## src/sv/fpa_pkg.sv

```systemverilog
`timescale 1ns / 1ps
`default_nettype none
package fpa_pkg;

    localparam int FRAC_BITS = 8;
    localparam int DATA_W    = 32;
    // numerator width of the divider: |a| shifted left by the fraction bits
    localparam int NUM_W     = DATA_W + FRAC_BITS;

    typedef enum logic [3:0] {
        OP_ADD      = 4'd0,
        OP_SUB      = 4'd1,
        OP_MUL      = 4'd2,
        OP_DIV      = 4'd3,
        OP_MIN      = 4'd4,
        OP_MAX      = 4'd5,
        OP_CMP      = 4'd6,
        OP_INC      = 4'd7,
        OP_DEC      = 4'd8,
        OP_FROM_INT = 4'd9,
        OP_TO_INT   = 4'd10
    } t_op;

    // classified item as it travels from front to back
    typedef struct packed {
        logic              is_div;
        logic              neg;
        logic [DATA_W-1:0] res;
        logic              lt;
        logic              eq;
        logic              gt;
        logic              dz;
        logic [NUM_W-1:0]  nq;
        logic [DATA_W-1:0] rem;
        logic [DATA_W-1:0] dv;
    } t_item;

    // one restoring division step: shift in a numerator bit, produce a quotient bit
    function automatic t_item div_step(input t_item s);
        t_item         o;
        logic [DATA_W:0] t;
        o = s;
        t = {s.rem, s.nq[NUM_W-1]};
        if (t >= {1'b0, s.dv}) begin
            o.rem = DATA_W'(t - {1'b0, s.dv});
            o.nq  = {s.nq[NUM_W-2:0], 1'b1};
        end else begin
            o.rem = t[DATA_W-1:0];
            o.nq  = {s.nq[NUM_W-2:0], 1'b0};
        end
        return o;
    endfunction

endpackage
`default_nettype wire

```

## src/sv/fpa_if.sv

```systemverilog
`timescale 1ns / 1ps
`default_nettype none
interface fpa_req_if;
    logic                           valid;
    logic                           ready;
    logic [3:0]                     req_type;
    logic signed [fpa_pkg::DATA_W-1:0] operand_a;
    logic signed [fpa_pkg::DATA_W-1:0] operand_b;
    modport source (output valid, req_type, operand_a, operand_b, input ready);
    modport sink   (input valid, req_type, operand_a, operand_b, output ready);
endinterface

`default_nettype wire

```

## src/sv/fpa_front.sv

```systemverilog
`timescale 1ns / 1ps
`default_nettype none
module fpa_front (
    input  wire logic          i_clk,
    input  wire logic          i_rst_n,
    fpa_req_if.sink            i_req,
    output fpa_pkg::t_item     o_item,
    output logic               o_valid,
    input  wire logic          i_ready
);
    logic                              r_v;
    fpa_pkg::t_item                    r_item;
    fpa_pkg::t_item                    n_item;
    logic signed [fpa_pkg::DATA_W-1:0] a;
    logic signed [fpa_pkg::DATA_W-1:0] b;
    logic signed [2*fpa_pkg::DATA_W-1:0] prod;
    logic signed [2*fpa_pkg::DATA_W-1:0] prod_sh;
    logic [fpa_pkg::DATA_W-1:0]        mag_a;
    logic [fpa_pkg::DATA_W-1:0]        mag_b;
    logic                              load;

    assign a = i_req.operand_a;
    assign b = i_req.operand_b;
    assign i_req.ready = !r_v || i_ready;
    assign load = i_req.valid && i_req.ready;

    // classify the item and work out every result but the quotient
    always_comb begin
        prod    = a * b;
        prod_sh = prod >>> fpa_pkg::FRAC_BITS;
        mag_a   = a[fpa_pkg::DATA_W-1] ? fpa_pkg::DATA_W'(-a) : a;
        mag_b   = b[fpa_pkg::DATA_W-1] ? fpa_pkg::DATA_W'(-b) : b;
        n_item        = '0;
        n_item.lt     = a < b;
        n_item.eq     = a == b;
        n_item.gt     = a > b;
        n_item.neg    = a[fpa_pkg::DATA_W-1] ^ b[fpa_pkg::DATA_W-1];
        n_item.nq     = {mag_a, {fpa_pkg::FRAC_BITS{1'b0}}};
        n_item.dv     = mag_b;
        unique case (fpa_pkg::t_op'(i_req.req_type))
            fpa_pkg::OP_ADD:      n_item.res = a + b;
            fpa_pkg::OP_SUB:      n_item.res = a - b;
            fpa_pkg::OP_MUL:      n_item.res = prod_sh[fpa_pkg::DATA_W-1:0];
            fpa_pkg::OP_DIV: begin
                n_item.is_div = (b != 0);
                n_item.dz     = (b == 0);
            end
            fpa_pkg::OP_MIN:      n_item.res = (a < b) ? a : b;
            fpa_pkg::OP_MAX:      n_item.res = (a > b) ? a : b;
            fpa_pkg::OP_INC:      n_item.res = a + 1;
            fpa_pkg::OP_DEC:      n_item.res = a - 1;
            fpa_pkg::OP_FROM_INT: n_item.res = a << fpa_pkg::FRAC_BITS;
            fpa_pkg::OP_TO_INT:   n_item.res = a >>> fpa_pkg::FRAC_BITS;
            default:              n_item.res = '0;
        endcase
    end

    // hold the classified item until the queue takes it
    always_ff @(posedge i_clk) begin
        if (!i_rst_n) begin
            r_v <= 1'b0;
        end else if (load) begin
            r_v <= 1'b1;
        end else if (i_ready) begin
            r_v <= 1'b0;
        end
        if (load) begin
            r_item <= n_item;
        end
    end

    assign o_item  = r_item;
    assign o_valid = r_v;
endmodule
`default_nettype wire

```

## src/flat_wrapper.sv

```systemverilog
// flat-port wrapper written by rule: the top's interface ports become plain ports
module fpa_front_flat 
  (i_clk, i_rst_n, o_item, o_valid, i_ready, i_req_valid, i_req_req_type, i_req_operand_a, i_req_operand_b, i_req_ready);
  fpa_req_if i_req_i ();
  input  wire logic i_clk;
  input  wire logic i_rst_n;
  output fpa_pkg::t_item o_item;
  output logic o_valid;
  input  wire logic i_ready;
  input wire logic [$bits(i_req_i.valid)-1:0] i_req_valid;
  input wire logic [$bits(i_req_i.req_type)-1:0] i_req_req_type;
  input wire logic [$bits(i_req_i.operand_a)-1:0] i_req_operand_a;
  input wire logic [$bits(i_req_i.operand_b)-1:0] i_req_operand_b;
  output wire logic [$bits(i_req_i.ready)-1:0] i_req_ready;
  assign i_req_i.valid = i_req_valid;
  assign i_req_i.req_type = i_req_req_type;
  assign i_req_i.operand_a = i_req_operand_a;
  assign i_req_i.operand_b = i_req_operand_b;
  assign i_req_ready = i_req_i.ready;
  fpa_front u_core (.i_clk(i_clk), .i_rst_n(i_rst_n), .i_req(i_req_i), .o_item(o_item), .o_valid(o_valid), .i_ready(i_ready));
endmodule
```

## config.mk

```make
export PLATFORM = sky130hd
export DESIGN_NAME = fpa_front_flat
export DESIGN_NICKNAME = d
export VERILOG_FILES = /design/src/sv/fpa_pkg.sv /design/src/sv/fpa_if.sv /design/src/sv/fpa_front.sv /design/src/flat_wrapper.sv
export SDC_FILE = /design/constraint.sdc
export NUM_CORES = 2
export LEC_CHECK = 0
export BUFFER_PORTS_ARGS = -buffer_cell sky130_fd_sc_hd__buf_4
export CORE_ASPECT_RATIO = 1.1
export CORE_MARGIN = 2
export CORE_UTILIZATION = 58
export DETAILED_ROUTE_END_ITERATION = 8
export PLACE_DENSITY_LB_ADDON = 0.15
export SYNTH_ARGS = -nofsm -noshare
export SYNTH_HDL_FRONTEND = slang
export SYNTH_SLANG_ARGS = --single-unit
```

## constraint.sdc

```tcl
create_clock -name i_clk -period 8.7 [get_ports i_clk]
set_clock_uncertainty 0.15 [all_clocks]
set_input_delay 0.87 -clock i_clk [delete_from_list [all_inputs] [get_ports i_clk]]
set_output_delay 0.87 -clock i_clk [all_outputs]
set_load 0.05 [all_outputs]
```

==> impl_metrics.csv <==
group,metric,value,unit
clocking,cts_buffers,9,
yosys,synth-seq-cells,103,
sta,hold_viol,0,
layout,area_growth,7.904,%
status,status,"finished clean",
clocking,htreeDepth,3,
clocking,cts_buffer_depth,2,
sta,rsz0062_at_grt,"no",
critical_path,crit_slowest_cell,"fa_1",
sta,max_freq,120.3,MHz
yosys,synthTopCellsByArea,"fa_1, edfxtp_1, ha_1",
clocking,post-cts-setup-buffers,0,
route,drc,0,
yosys,seq_area_frac_synth,0.09301,
grt,grt_max_degree,53,
critical_path,critPathRequiredTime,8.69,ns
clocking,clk_latency,0.38,ns
placed_design,routabilityCongestion,1.011,
sta,slew_viol_final,0,
sta,finalCritPeriodShare,0.9552,
die,die_area,59080,um^2
critical_path,slowest_delay,0.58,ns
min_path,hold_path.class,"reg -> reg",
route,ant_nets,0,
yosys,synthFlopType,"edfxtp_1",
layout,nFillCells,4866,
clocking,root_buffer,"clkbuf_16",
yosys,postSynthCellCount,3690,
critical_path,worst_setup_path_start_kind,"primary input",
grt,grt.total_usage,0.3887,
yosys,synth_edf_count,102,
clocking,clock_sinks,103,
yosys,synth_warnings,0,
sta,max_slew.worst_pin.slew,1.052,ns
yosys,synth_compound_area_frac,0.08761,
layout,layout-drive-gt1-share,0.09170,
route,vias,26910,
route,wirelength,111500,um
grt,grt_pass1_wl,168100,um
route,firstDrtPassIters,8,
critical_path,endpoint_kind,"flip-flop",
placed_design,io_buffers,175,
die,pin_count,216,
clocking,cts_resized,0,
yosys,syn_area,33150,um^2
sta,setup_viol,0,
critical_path,critPathKind,"in -> reg",
flow_run,max_cap_viol_count,0,
grt,grt_pass1_vias,28170,
critical_path,crit_chain,"buf_4 > and2_1 > fa_1 > fa_1 > inv_1 > fa_1 > fa_1 > inv_1 > fa_1 > fa_1 > fa_1 > fa_1 > ha_1 > a21oi_1 > o21ai_0 > a211oi_1 > a21oi_1 > and2_1 > a221o_1 > a311oi_1 > xor2_1 > o221ai_1 > or3_1",
clocking,cts_tree,"yes",
critical_path,cp.arrival,8.30,ns
yosys,synth_xor_area_frac,0.05628,
yosys,synth_mux_area_frac,0.003359,
yosys,synth_cell_types,73,
yosys,synth_top_area_frac,0.3889,
grt,gr-total-overflow,0,
clocking,hold_buffers,0,
route,wl_per_cell,24.58,um
sta,fin_setup_tns,0,ns
yosys,synthAdderAreaFrac,0.4791,
die,die_h,254.7,um
yosys,yosysTopAreaCell,"fa_1",
sta,fin_crit,8.311,ns
route,drt_iter0_drc,2406,
layout,nets,4734,
yosys,syn_area_per_cell,8.983,um^2
die,rows,91,
die,fp.dieW,231.9,um
yosys,async_flop_share,0,
yosys,synth_top_family_by_area,"adder cells",
die,start_util,0.5893,
grt,antenna_found_initial,14,
critical_path,critPathMaxFanout,25,
die,core_area,56250,um^2
critical_path,timing.critical_path.mode_cell,"fa_1",
placed_design,hpwl,90760,um
yosys,synthSimpleGateAreaFrac,0.1653,
clocking,clk_pin_slew,0.08,ns
sta,maxSlewHeadroom,0.2938,
route,drt-vias-per-instance,5.932,
==> synth_stat cells (9+ instances only) <==
cell	count
mux2i_1	10
nand2_1	376
o21ai_0	106
inv_1	703
nor3_1	31
a211o_1	9
xnor2_1	162
nor2b_1	12
ha_1	239
and2_1	406
o211ai_1	11
buf_1	9
edfxtp_1	102
clkbuf_1	218
a211oi_1	9
buf_4	40
a21oi_1	90
a222oi_1	12
or3_1	21
o221ai_1	10
nand4_1	19
and3_1	9
nand3_1	29
a21o_1	34
a221o_1	17
xor2_1	51
nand2b_1	29
o21a_1	14
fa_1	644
o21bai_1	13
nor2_1	111
a221oi_1	21
a31oi_1	20
o31ai_1	16
==> placed cells by master (no fill, tap or decap), types with 51 or more instances in the layout <==
cell type  instances
edfxtp_1         102
xnor2_1          162
xor2_1            51
nor2_1           110
buf_4            305
o21ai_0          106
fa_1             644
ha_1             239
nand2_1          376
inv_1            703
and2_1           405
a21oi_1           90
==> worst paths after layout <==
| check | start | endpoint | slack (ns) | cells after the start |
|---|---|---|---|---|
| min | u_core.o_valid | u_core.o_valid | 0.41 | 2 |
| min reg2reg | u_core.o_valid | u_core.o_valid | 0.41 | 2 |
| max reg2reg | u_core.o_valid | u_core.o_item[103] | 6.42 | 3 |
| max | i_req_operand_a[8] | u_core.o_item[136] | 0.39 | 23 |
==> sequential cells by signal, indices dropped and copies added (netlist names) <==
signal and count:
u_core.o_item 102, u_core.o_valid 1
==> per-stage QoR <==
step | utilization | worst slack [ns] | std cells | instance area (um^2) | hold slack, ns
6_report | 0.6359 | 0.3894 | 4536 | 35770 | 0.4146
5_1_grt | 0.6359 | 0.01720 | 4536 | 35770 | 0.4598
4_1_cts | 0.6356 | 0.4438 | 4528 | 35750 | 0.4307
3_5_place_dp | 0.6299 | 0.03077 | 4512 | 35430 | 0.4219
3_3_place_gp | 0.6299 | 0.2016 | 4512 | 35430 | 0.4016
2_1_floorplan | - | 0.3422 | 3729 | 33290 | 0.8189
==> kinds of logic (layout without fill, tap and decap cells) <==
group,after synthesis,in the layout
AOI/OAI and AO/OA,431,431
xor gates and xnor gates,213,213
adders and majority gates,883,883
buffers and inverters,975,1030
DFF,103,103
muxes,11,11
other,1,48
and+or+nand+nor,1073,1073
==> layer usage <==
| metal | share of wire | wire length, um | vias up | GRT usage |
|---|---|---|---|---|
| met5 | 0.00033 | 37 | - | 0 |
| li1 | - | - | 11500 | - |
| met2 | 0.48 | 53110 | 1410 | 0.6401 |
| met1 | 0.34 | 38420 | 13600 | 0.4540 |
| met3 | 0.089 | 9922 | 385 | 0.07144 |
| met4 | 0.090 | 10030 | 6 | 0.2936 |
==> layout make-up <==
cell class | instances | area, um^2 | area share
multi-input cells | 2651 | 26420 | 0.7386
well taps | 744 | 930.9 | 0.02603
clock buffers | 9 | 225.2 | 0.006297
inverters | 706 | 2650 | 0.07409
diodes | 8 | 20.02 | 0.0005597
repair buffers | 308 | 2350 | 0.06569
flip-flops and latches | 103 | 3083 | 0.08619
clock inverters | 7 | 91.34 | 0.002554
==> critical path, delay by kind of cell <==
kind                       cells  cell delay (ns)
AOI/OAI and AO/OA              7             1.74
xor gates and xnor gates       1             0.21
adders and majority gates      9             4.20
buffers and inverters          3             0.46
and+or+nand+nor                3             0.77
Power is left out: the tool's default activity adds up to more than one toggle a clock period on the data nets, which glitch-free logic cannot reach.
