===== src/sv/fpa_pkg.sv =====
`timescale 1ns / 1ps
`default_nettype none
package fpa_pkg;

    localparam int FRAC_BITS = 8;
    localparam int DATA_W    = 32;
    // numerator width of the divider: |a| shifted left by the fraction bits
    localparam int NUM_W     = DATA_W + FRAC_BITS;

    typedef enum logic [3:0] {
        OP_ADD      = 4'd0,
        OP_SUB      = 4'd1,
        OP_MUL      = 4'd2,
        OP_DIV      = 4'd3,
        OP_MIN      = 4'd4,
        OP_MAX      = 4'd5,
        OP_CMP      = 4'd6,
        OP_INC      = 4'd7,
        OP_DEC      = 4'd8,
        OP_FROM_INT = 4'd9,
        OP_TO_INT   = 4'd10
    } t_op;

    // classified item as it travels from front to back
    typedef struct packed {
        logic              is_div;
        logic              neg;
        logic [DATA_W-1:0] res;
        logic              lt;
        logic              eq;
        logic              gt;
        logic              dz;
        logic [NUM_W-1:0]  nq;
        logic [DATA_W-1:0] rem;
        logic [DATA_W-1:0] dv;
    } t_item;

    // one restoring division step: shift in a numerator bit, produce a quotient bit
    function automatic t_item div_step(input t_item s);
        t_item         o;
        logic [DATA_W:0] t;
        o = s;
        t = {s.rem, s.nq[NUM_W-1]};
        if (t >= {1'b0, s.dv}) begin
            o.rem = DATA_W'(t - {1'b0, s.dv});
            o.nq  = {s.nq[NUM_W-2:0], 1'b1};
        end else begin
            o.rem = t[DATA_W-1:0];
            o.nq  = {s.nq[NUM_W-2:0], 1'b0};
        end
        return o;
    endfunction

endpackage
`default_nettype wire


===== src/sv/fpa_queue.sv =====
`timescale 1ns / 1ps
`default_nettype none
module fpa_queue (
    input  wire logic          i_clk,
    input  wire logic          i_rst_n,
    input  wire fpa_pkg::t_item i_item,
    input  wire logic          i_valid,
    output logic               o_ready,
    output fpa_pkg::t_item     o_item,
    output logic               o_valid,
    input  wire logic          i_ready
);
    fpa_pkg::t_item r_mem [2];
    logic           r_wp;
    logic           r_rp;
    logic [1:0]     r_cnt;
    logic           push;
    logic           pop;

    assign o_ready = (r_cnt != 2'd2);
    assign o_valid = (r_cnt != 2'd0);
    assign push    = i_valid && o_ready;
    assign pop     = o_valid && i_ready;
    assign o_item  = r_mem[r_rp];

    // advance pointers and count
    always_ff @(posedge i_clk) begin
        if (!i_rst_n) begin
            r_wp  <= 1'b0;
            r_rp  <= 1'b0;
            r_cnt <= 2'd0;
        end else begin
            if (push) r_wp <= !r_wp;
            if (pop)  r_rp <= !r_rp;
            r_cnt <= r_cnt + {1'b0, push} - {1'b0, pop};
        end
    end

    // store the item
    always_ff @(posedge i_clk) begin
        if (push) begin
            r_mem[r_wp] <= i_item;
        end
    end

    a_cnt_max: assert property (@(posedge i_clk) disable iff (!i_rst_n)
        r_cnt != 2'd3) else $error("queue count overflow");
    a_full_holds: assert property (@(posedge i_clk) disable iff (!i_rst_n)
        (r_cnt == 2'd2) && !i_ready |=> (r_cnt == 2'd2)) else $error("full queue lost an item");
endmodule
`default_nettype wire


===== config.mk =====
export PLATFORM = sky130hd
export DESIGN_NAME = fpa_queue
export DESIGN_NICKNAME = d
export VERILOG_FILES = /design/src/sv/fpa_pkg.sv /design/src/sv/fpa_queue.sv
export SDC_FILE = /design/constraint.sdc
export NUM_CORES = 1
export LEC_CHECK = 0
export BUFFER_PORTS_ARGS = -buffer_cell sky130_fd_sc_hd__clkbuf_2
export CORE_MARGIN = 4
export CORE_UTILIZATION = 34
export CTS_CLUSTER_DIAMETER = 100
export DETAILED_ROUTE_END_ITERATION = 12
export GPL_ROUTABILITY_DRIVEN = 0
export MAX_ROUTING_LAYER = met4
export SYNTH_ARGS = -nofsm -noshare
export SYNTH_HDL_FRONTEND = slang
export SYNTH_SLANG_ARGS = --single-unit

===== constraint.sdc =====
create_clock -name i_clk -period 8.8 [get_ports i_clk]
set_input_delay 1.76 -clock i_clk [delete_from_list [all_inputs] [get_ports i_clk]]
set_output_delay 1.76 -clock i_clk [all_outputs]
set_load 0.05 [all_outputs]

==> flow_summary_export.csv, run 1 <==
group,metric,value,unit
final_layout,final_net_count,929,
final_layout,instances_no_fill,1208,
yosys,syn_nets,619,
critical_path,r2r_start,"r_cnt[0]",
critical_path,cp.required,7.04,ns
global_route,antenna_found_initial,2,
route,vias_per_cell,4.470,
route,drtIter0Drc,232,
yosys,yosys-top-cells-area,"edfxtp_1 (79%), mux2_4 (11%), mux2_2 (6.4%)",
global_route,grt_pass1_vias,5733,
place,hpwl,14370,um
global_route,grt_max_degree,102,
yosys,post-synth-top-area-fraction,78.72,%
final_layout,area_delta_synth_final,25.88,%
critical_path,crit_path_end_kind,"output pin",
timing,min_period,4.425,ns
critical_path,critical_path_class,"flop to output pin",
critical_path,worst-path-max-fanout,101,
pwr,power.density,305.3,nW/um^2
clock_tree,cts.sinks,289,
route,first_pass_iters,4,
pwr,p_sw_share,34.11,%
die,coreArea,31470,sq um
yosys,yosysSeqAreaShare,79.64,%
timing,worst_slack,4.375,ns
clock_tree,post_cts_buffers,0,
yosys,synth-seq-cells,289,
global_route,grt.overflow.total,0,
route,vias,5400,
critical_path,crit_slowest_cell,"dfxtp_4",
timing,setup_viol,0,
clock_tree,cts-root-buf,"clkbuf_16",
place,dp_slack,4.733,ns
timing,maxSlewViolCount,0,
yosys,synth_largest_area_cell,"edfxtp_1",
min_path,hold_path_class,"flop to flop",
clock_tree,cts_hold_buf,0,
pwr,pwr-share-clk,28.6,%
yosys,yosys_warnings,0,
route,drt-total-wl,21840,um
final_layout,drive_gt1_share,60.20,%
route,drc,0,
pwr,pwr-share-comb,29.9,%
clock_tree,clockBufferDepth,3,
clock_tree,insertion_delay,0.53,ns
critical_path,cp_cell_sequence,"buf_12 > mux2_4 > clkbuf_2",
timing,setup_tns,0,ns
yosys,syn_area,10830,sq um
die,die_h,186.5,um
pwr,internal-power,2.743,mW
timing,final-hold-violation-count,0,
route,ant_nets,0,
critical_path,critPathLaunchType,"flop",
timing,fin_skew,0.007985,ns
critical_path,cpPeakStageDelay,0.75,ns
pwr,p_leak,5.250,nW
timing,relSlewSlack,36.57,%
clock_tree,cts_tree,"done",
timing,tightest_slew,0.9515,ns
place,dp_cells,1151,
die,die_area,34790,sq um
critical_path,crit_arrival,2.67,ns
run_status,status,"finished, final reports clean",
yosys,synth_cells,472,
global_route,grtUsageTotal,12.35,%
die,start_util,34.42,%
place,placement.io_buffers,289,
job,cap_viol_max_count,0,
clock_tree,numCtsBuffers,31,
yosys,avgSynthCellArea,22.95,sq um
timing,rsz0062_at_grt,"false",
yosys,post_synth_num_cell_types,25,
clock_tree,clkTransAtPathRegs,0.05,ns
clock_tree,htreeDepth,1,
global_route,grt_pass1_wl,33060,um
die,io_pins,290,
pwr,p_switching,1.420,mW
die,rows,65,
min_path,hp-start,"r_rp",
die,dieWidth,186.5,um
pwr,peakVddDrop,0.1829,mV
pwr,seqPwrFrac,41.5,%
timing,period_share,50.29,%
route,wl_per_cell,18.08,um
timing,fmax,226.0,MHz
clock_tree,cts_resized,0,
## cell families (layout without fill, tap and decap cells)
kind of cell / after synthesis / in the layout / synth area share (%)
simple gates: 15 / 15 / 0.8432
mux: 142 / 142 / 17.53
fa+ha+maj: 1 / 1 / 0.1155
other cells: 0 / 2 / 0
compound gates: 6 / 6 / 0.4042
flops: 289 / 289 / 79.64
xor+xnor: 1 / 1 / 0.08086
buf+inv: 18 / 350 / 1.386
## layout by cell type (no fill, tap or decap), drive strengths merged
cell type and count:
buf 4, a21oi 1, inv 2, or2 1
clkbuf 325, nand3 1, clkinvlp 1, nand2b 1
nor3 1, mux2 142, nor2 4, nor4bb 1
dfxtp 5, o21ba 1, bufinv 2, clkinv 16
o31a 1, nor2b 1, xor2 1, nor4 1
diode 2, a21bo 1, edfxtp 284, and3 2
ha 1, and2 1, nand3b 1, o21ai 2
## worst max-delay path: cells and delay by family (launching register included)
family | cells | cell delay (ns)
buffers and inverters | 2 | 0.85
flip-flops | 1 | 0.75
multiplexers | 1 | 0.35
## final cells by class
cell class / instances / area [sq um]
Fill cell: 2813 / 17840
Clock buffer: 36 / 794.5
Timing Repair Buffer: 293 / 1489
Sequential cell: 289 / 8632
Clock inverter: 19 / 141.4
Inverter: 2 / 12.51
Tap cell: 402 / 503.0
Multi-Input combinational cell: 165 / 2061
Antenna cell: 2 / 5.005
## through the flow
stage	hold WS, ns	area [sq um]	total power [mW]	utilization [%]
after global placement	0.4875	12700	3.014	40.34
after CTS	0.5031	13630	4.229	43.32
after global routing	0.5479	13640	4.344	43.33
after floorplan	0.4725	10830	2.781	-
after detailed placement	0.4914	12700	3.023	40.34
final	0.5050	13640	4.163	43.33
## registers in the layout, summed over array words and instances, names as in the netlist, named ones only
signal,cells
r_cnt,2
r_mem,284
r_rp,1
r_wp,1
## synthesized netlist by cell type (all sizes together)
master,number
o31a,1
edfxtp,284
nor4,1
o21ai,2
o21ba,1
or2,1
nand3b,1
nand3,1
nor4bb,1
nor2,4
nor2b,1
ha,1
nor3,1
xor2,1
buf,16
inv,2
a21bo,1
and3,2
dfxtp,5
nand2b,1
mux2,142
and2,1
a21oi,1
## power by group through the flow
| stage | logic [mW] | clock network (mW) | registers [mW] |
|---|---|---|---|
| global placement | 1.26 | 0 | 1.75 |
| CTS | 1.27 | 1.23 | 1.73 |
| global route | 1.30 | 1.30 | 1.74 |
| detailed placement | 1.26 | 0 | 1.76 |
| finish | 1.25 | 1.19 | 1.73 |
| floorplan | 1.04 | 0 | 1.74 |
## final timing paths
kind                   to  cells past startpoint  slack [ns]
max            o_item[79]                      3        4.37
min                  flop                      2        0.50
max reg2reg  r_mem[0][40]                      4        6.05
min reg2reg          flop                      2        0.50
## per-layer routing
metal / up-vias / wire length (um) / track usage (%)
li1: 2511 / - / -
met1: 2661 / 8874 / 14.64
met2: 193 / 10670 / 20.59
met3: 35 / 1793 / 4.246
met4: 0 / 500 / 2.816
met5: - / 0 / -
No activity file was read; power rests on OpenSTA's default activity.
==> run 2: changes to the inputs <==
==> constraint.sdc (replaced) <==
create_clock -name i_clk -period 4.2 [get_ports i_clk]
set_input_delay 0.84 -clock i_clk [delete_from_list [all_inputs] [get_ports i_clk]]
set_output_delay 0.84 -clock i_clk [all_outputs]
set_load 0.05 [all_outputs]
==> flow_summary_export.csv, run 2 (synthesis gave the netlist of run 1 again) <==
group,metric,value,unit
clock_tree,numCtsBuffers,31,
clock_tree,clockBufferDepth,3,
pwr,pwr-share-clk,28.8,%
timing,setup_viol,0,
route,drt-total-wl,21150,um
place,hpwl,13990,um
final_layout,reg_top3,"r_mem: 284 flops, r_cnt: 2 flops",
critical_path,crit_arrival,2.25,ns
final_layout,final_common_cell,"clkbuf_2",
final_layout,final_cell_mix,"clkbuf_2 (289), edfxtp_1 (284), mux2_4 (80)",
clock_tree,cts_tree,"done",
timing,whs,0.4900,ns
timing,relSlewSlack,32.46,%
die,die_h,186.5,um
final_layout,top_register,"r_mem",
die,coreArea,31470,sq um
global_route,grt_pass1_vias,5828,
run_status,status,"finished, final reports clean",
route,first_pass_iters,4,
global_route,grt_pass1_wl,32480,um
pwr,p_leak,5.267,nW
final_layout,multi_input_area,2061,sq um
clock_tree,cts_hold_buf,0,
critical_path,cp.required,3.36,ns
route,ant_nets,0,
pwr,internal-power,5.798,mW
clock_tree,cts-root-buf,"clkbuf_16",
final_layout,area_delta_synth_final,26.41,%
clock_tree,insertion_delay,0.53,ns
route,vias_per_cell,4.458,
timing,period_share,73.46,%
final_layout,largest_reg_flops,284,
die,die_area,34790,sq um
pwr,peakVddDrop,0.3616,mV
clock_tree,cts_resized,0,
timing,setup_tns,0,ns
final_layout,drive_gt1_share,60.22,%
route,drc,0,
timing,fin_skew,0.005202,ns
route,wl_per_cell,17.46,um
clock_tree,clkTransAtPathRegs,0.06,ns
critical_path,critPathLaunchType,"flop",
timing,tightest_slew,1.013,ns
timing,min_period,3.085,ns
pwr,power.density,638.7,nW/um^2
critical_path,worst-path-max-fanout,120,
pwr,pwr-share-comb,30.4,%
min_path,hold_path_class,"primary input to flop",
pwr,finalPower,8.748,mW
final_layout,final_net_count,931,
clock_tree,htreeDepth,1,
job,cap_viol_max_count,0,
die,io_pins,290,
final_layout,n_fill_cell,2791,
timing,final-hold-violation-count,0,
timing,fmax,324.1,MHz
die,start_util,34.42,%
pwr,seqPwrFrac,40.9,%
global_route,grt.overflow.total,0,
critical_path,critical_path_class,"flop to output pin",
clock_tree,cts.sinks,289,
timing,maxSlewViolCount,0,
timing,rsz0062_at_grt,"false",
clock_tree,post_cts_buffers,0,
critical_path,crit_path_end_kind,"output pin",
global_route,grt_max_degree,121,
route,drtIter0Drc,221,
place,placement.io_buffers,289,
die,dieWidth,186.5,um
final_layout,register_area,8632,sq um
route,vias,5399,
die,rows,65,
pwr,p_sw_share,33.72,%
global_route,antenna_found_initial,2,
pwr,p_switching,2.950,mW
global_route,grtUsageTotal,12.02,%
run 2: changes by cell type in the layout (fill, tap and decap cells not counted), sizes merged:
cell / before / now
clkbuf: 325 / 337
clkinv: 16 / 6
buf: 4 / 6
bufinv: 2 / 1
clkinvlp: 1 / 2
inv: 2 / 1
run 2: power by group through the flow:
stage	registers (mW)	logic, mW	clock network, mW
global placement	3.62	2.68	0
CTS	3.58	2.69	2.61
floorplan	3.63	2.18	0
finish	3.58	2.66	2.52
global route	3.60	2.78	2.74
detailed placement	3.64	2.69	0
run 2: final cells by class:
class	count	share of cell area (%)
Timing Repair Buffer	295	11.16
Clock buffer	48	6.496
Sequential cell	289	63.03
Multi-Input combinational cell	165	15.05
Clock inverter	8	0.4751
Tap cell	402	3.673
Inverter	2	0.08222
Antenna cell	2	0.03654
run 2: worst paths after layout:
kind,from,end,slack (ns),cells after the start
min,i_item[65],r_mem[1][65],0.49,1
max,flop,o_item[55],1.11,3
max reg2reg,r_cnt[0],r_mem[0][84],2.09,4
min reg2reg,r_rp,r_rp,0.51,2
run 2: metal layers:
metal | up-vias | GRT usage, % | routed length (um)
li1 | 2516 | - | -
met4 | 0 | 4.152 | 683
met5 | - | - | 0
met1 | 2628 | 13.96 | 8384
met2 | 204 | 19.21 | 10040
met3 | 51 | 4.714 | 2037
run 2: critical path, stage by stage, from the launching register on:
cell      delay, ns
dfxtp_4        0.35
buf_12         0.55
mux2_2         0.42
clkbuf_2       0.24
run 2: through the flow:
| step | cell area (sq um) | setup slack (ns) | util [%] | cells |
|---|---|---|---|---|
| detailed placement | 12740 | 1.671 | 40.47 | 1153 |
| global placement | 12740 | 1.688 | 40.47 | 1153 |
| global route | 13700 | 0.9982 | 43.51 | 1211 |
| CTS | 13690 | 1.093 | 43.50 | 1209 |
| finish | 13700 | 1.115 | 43.51 | 1211 |
| floorplan | 10840 | 0.6326 | - | 472 |
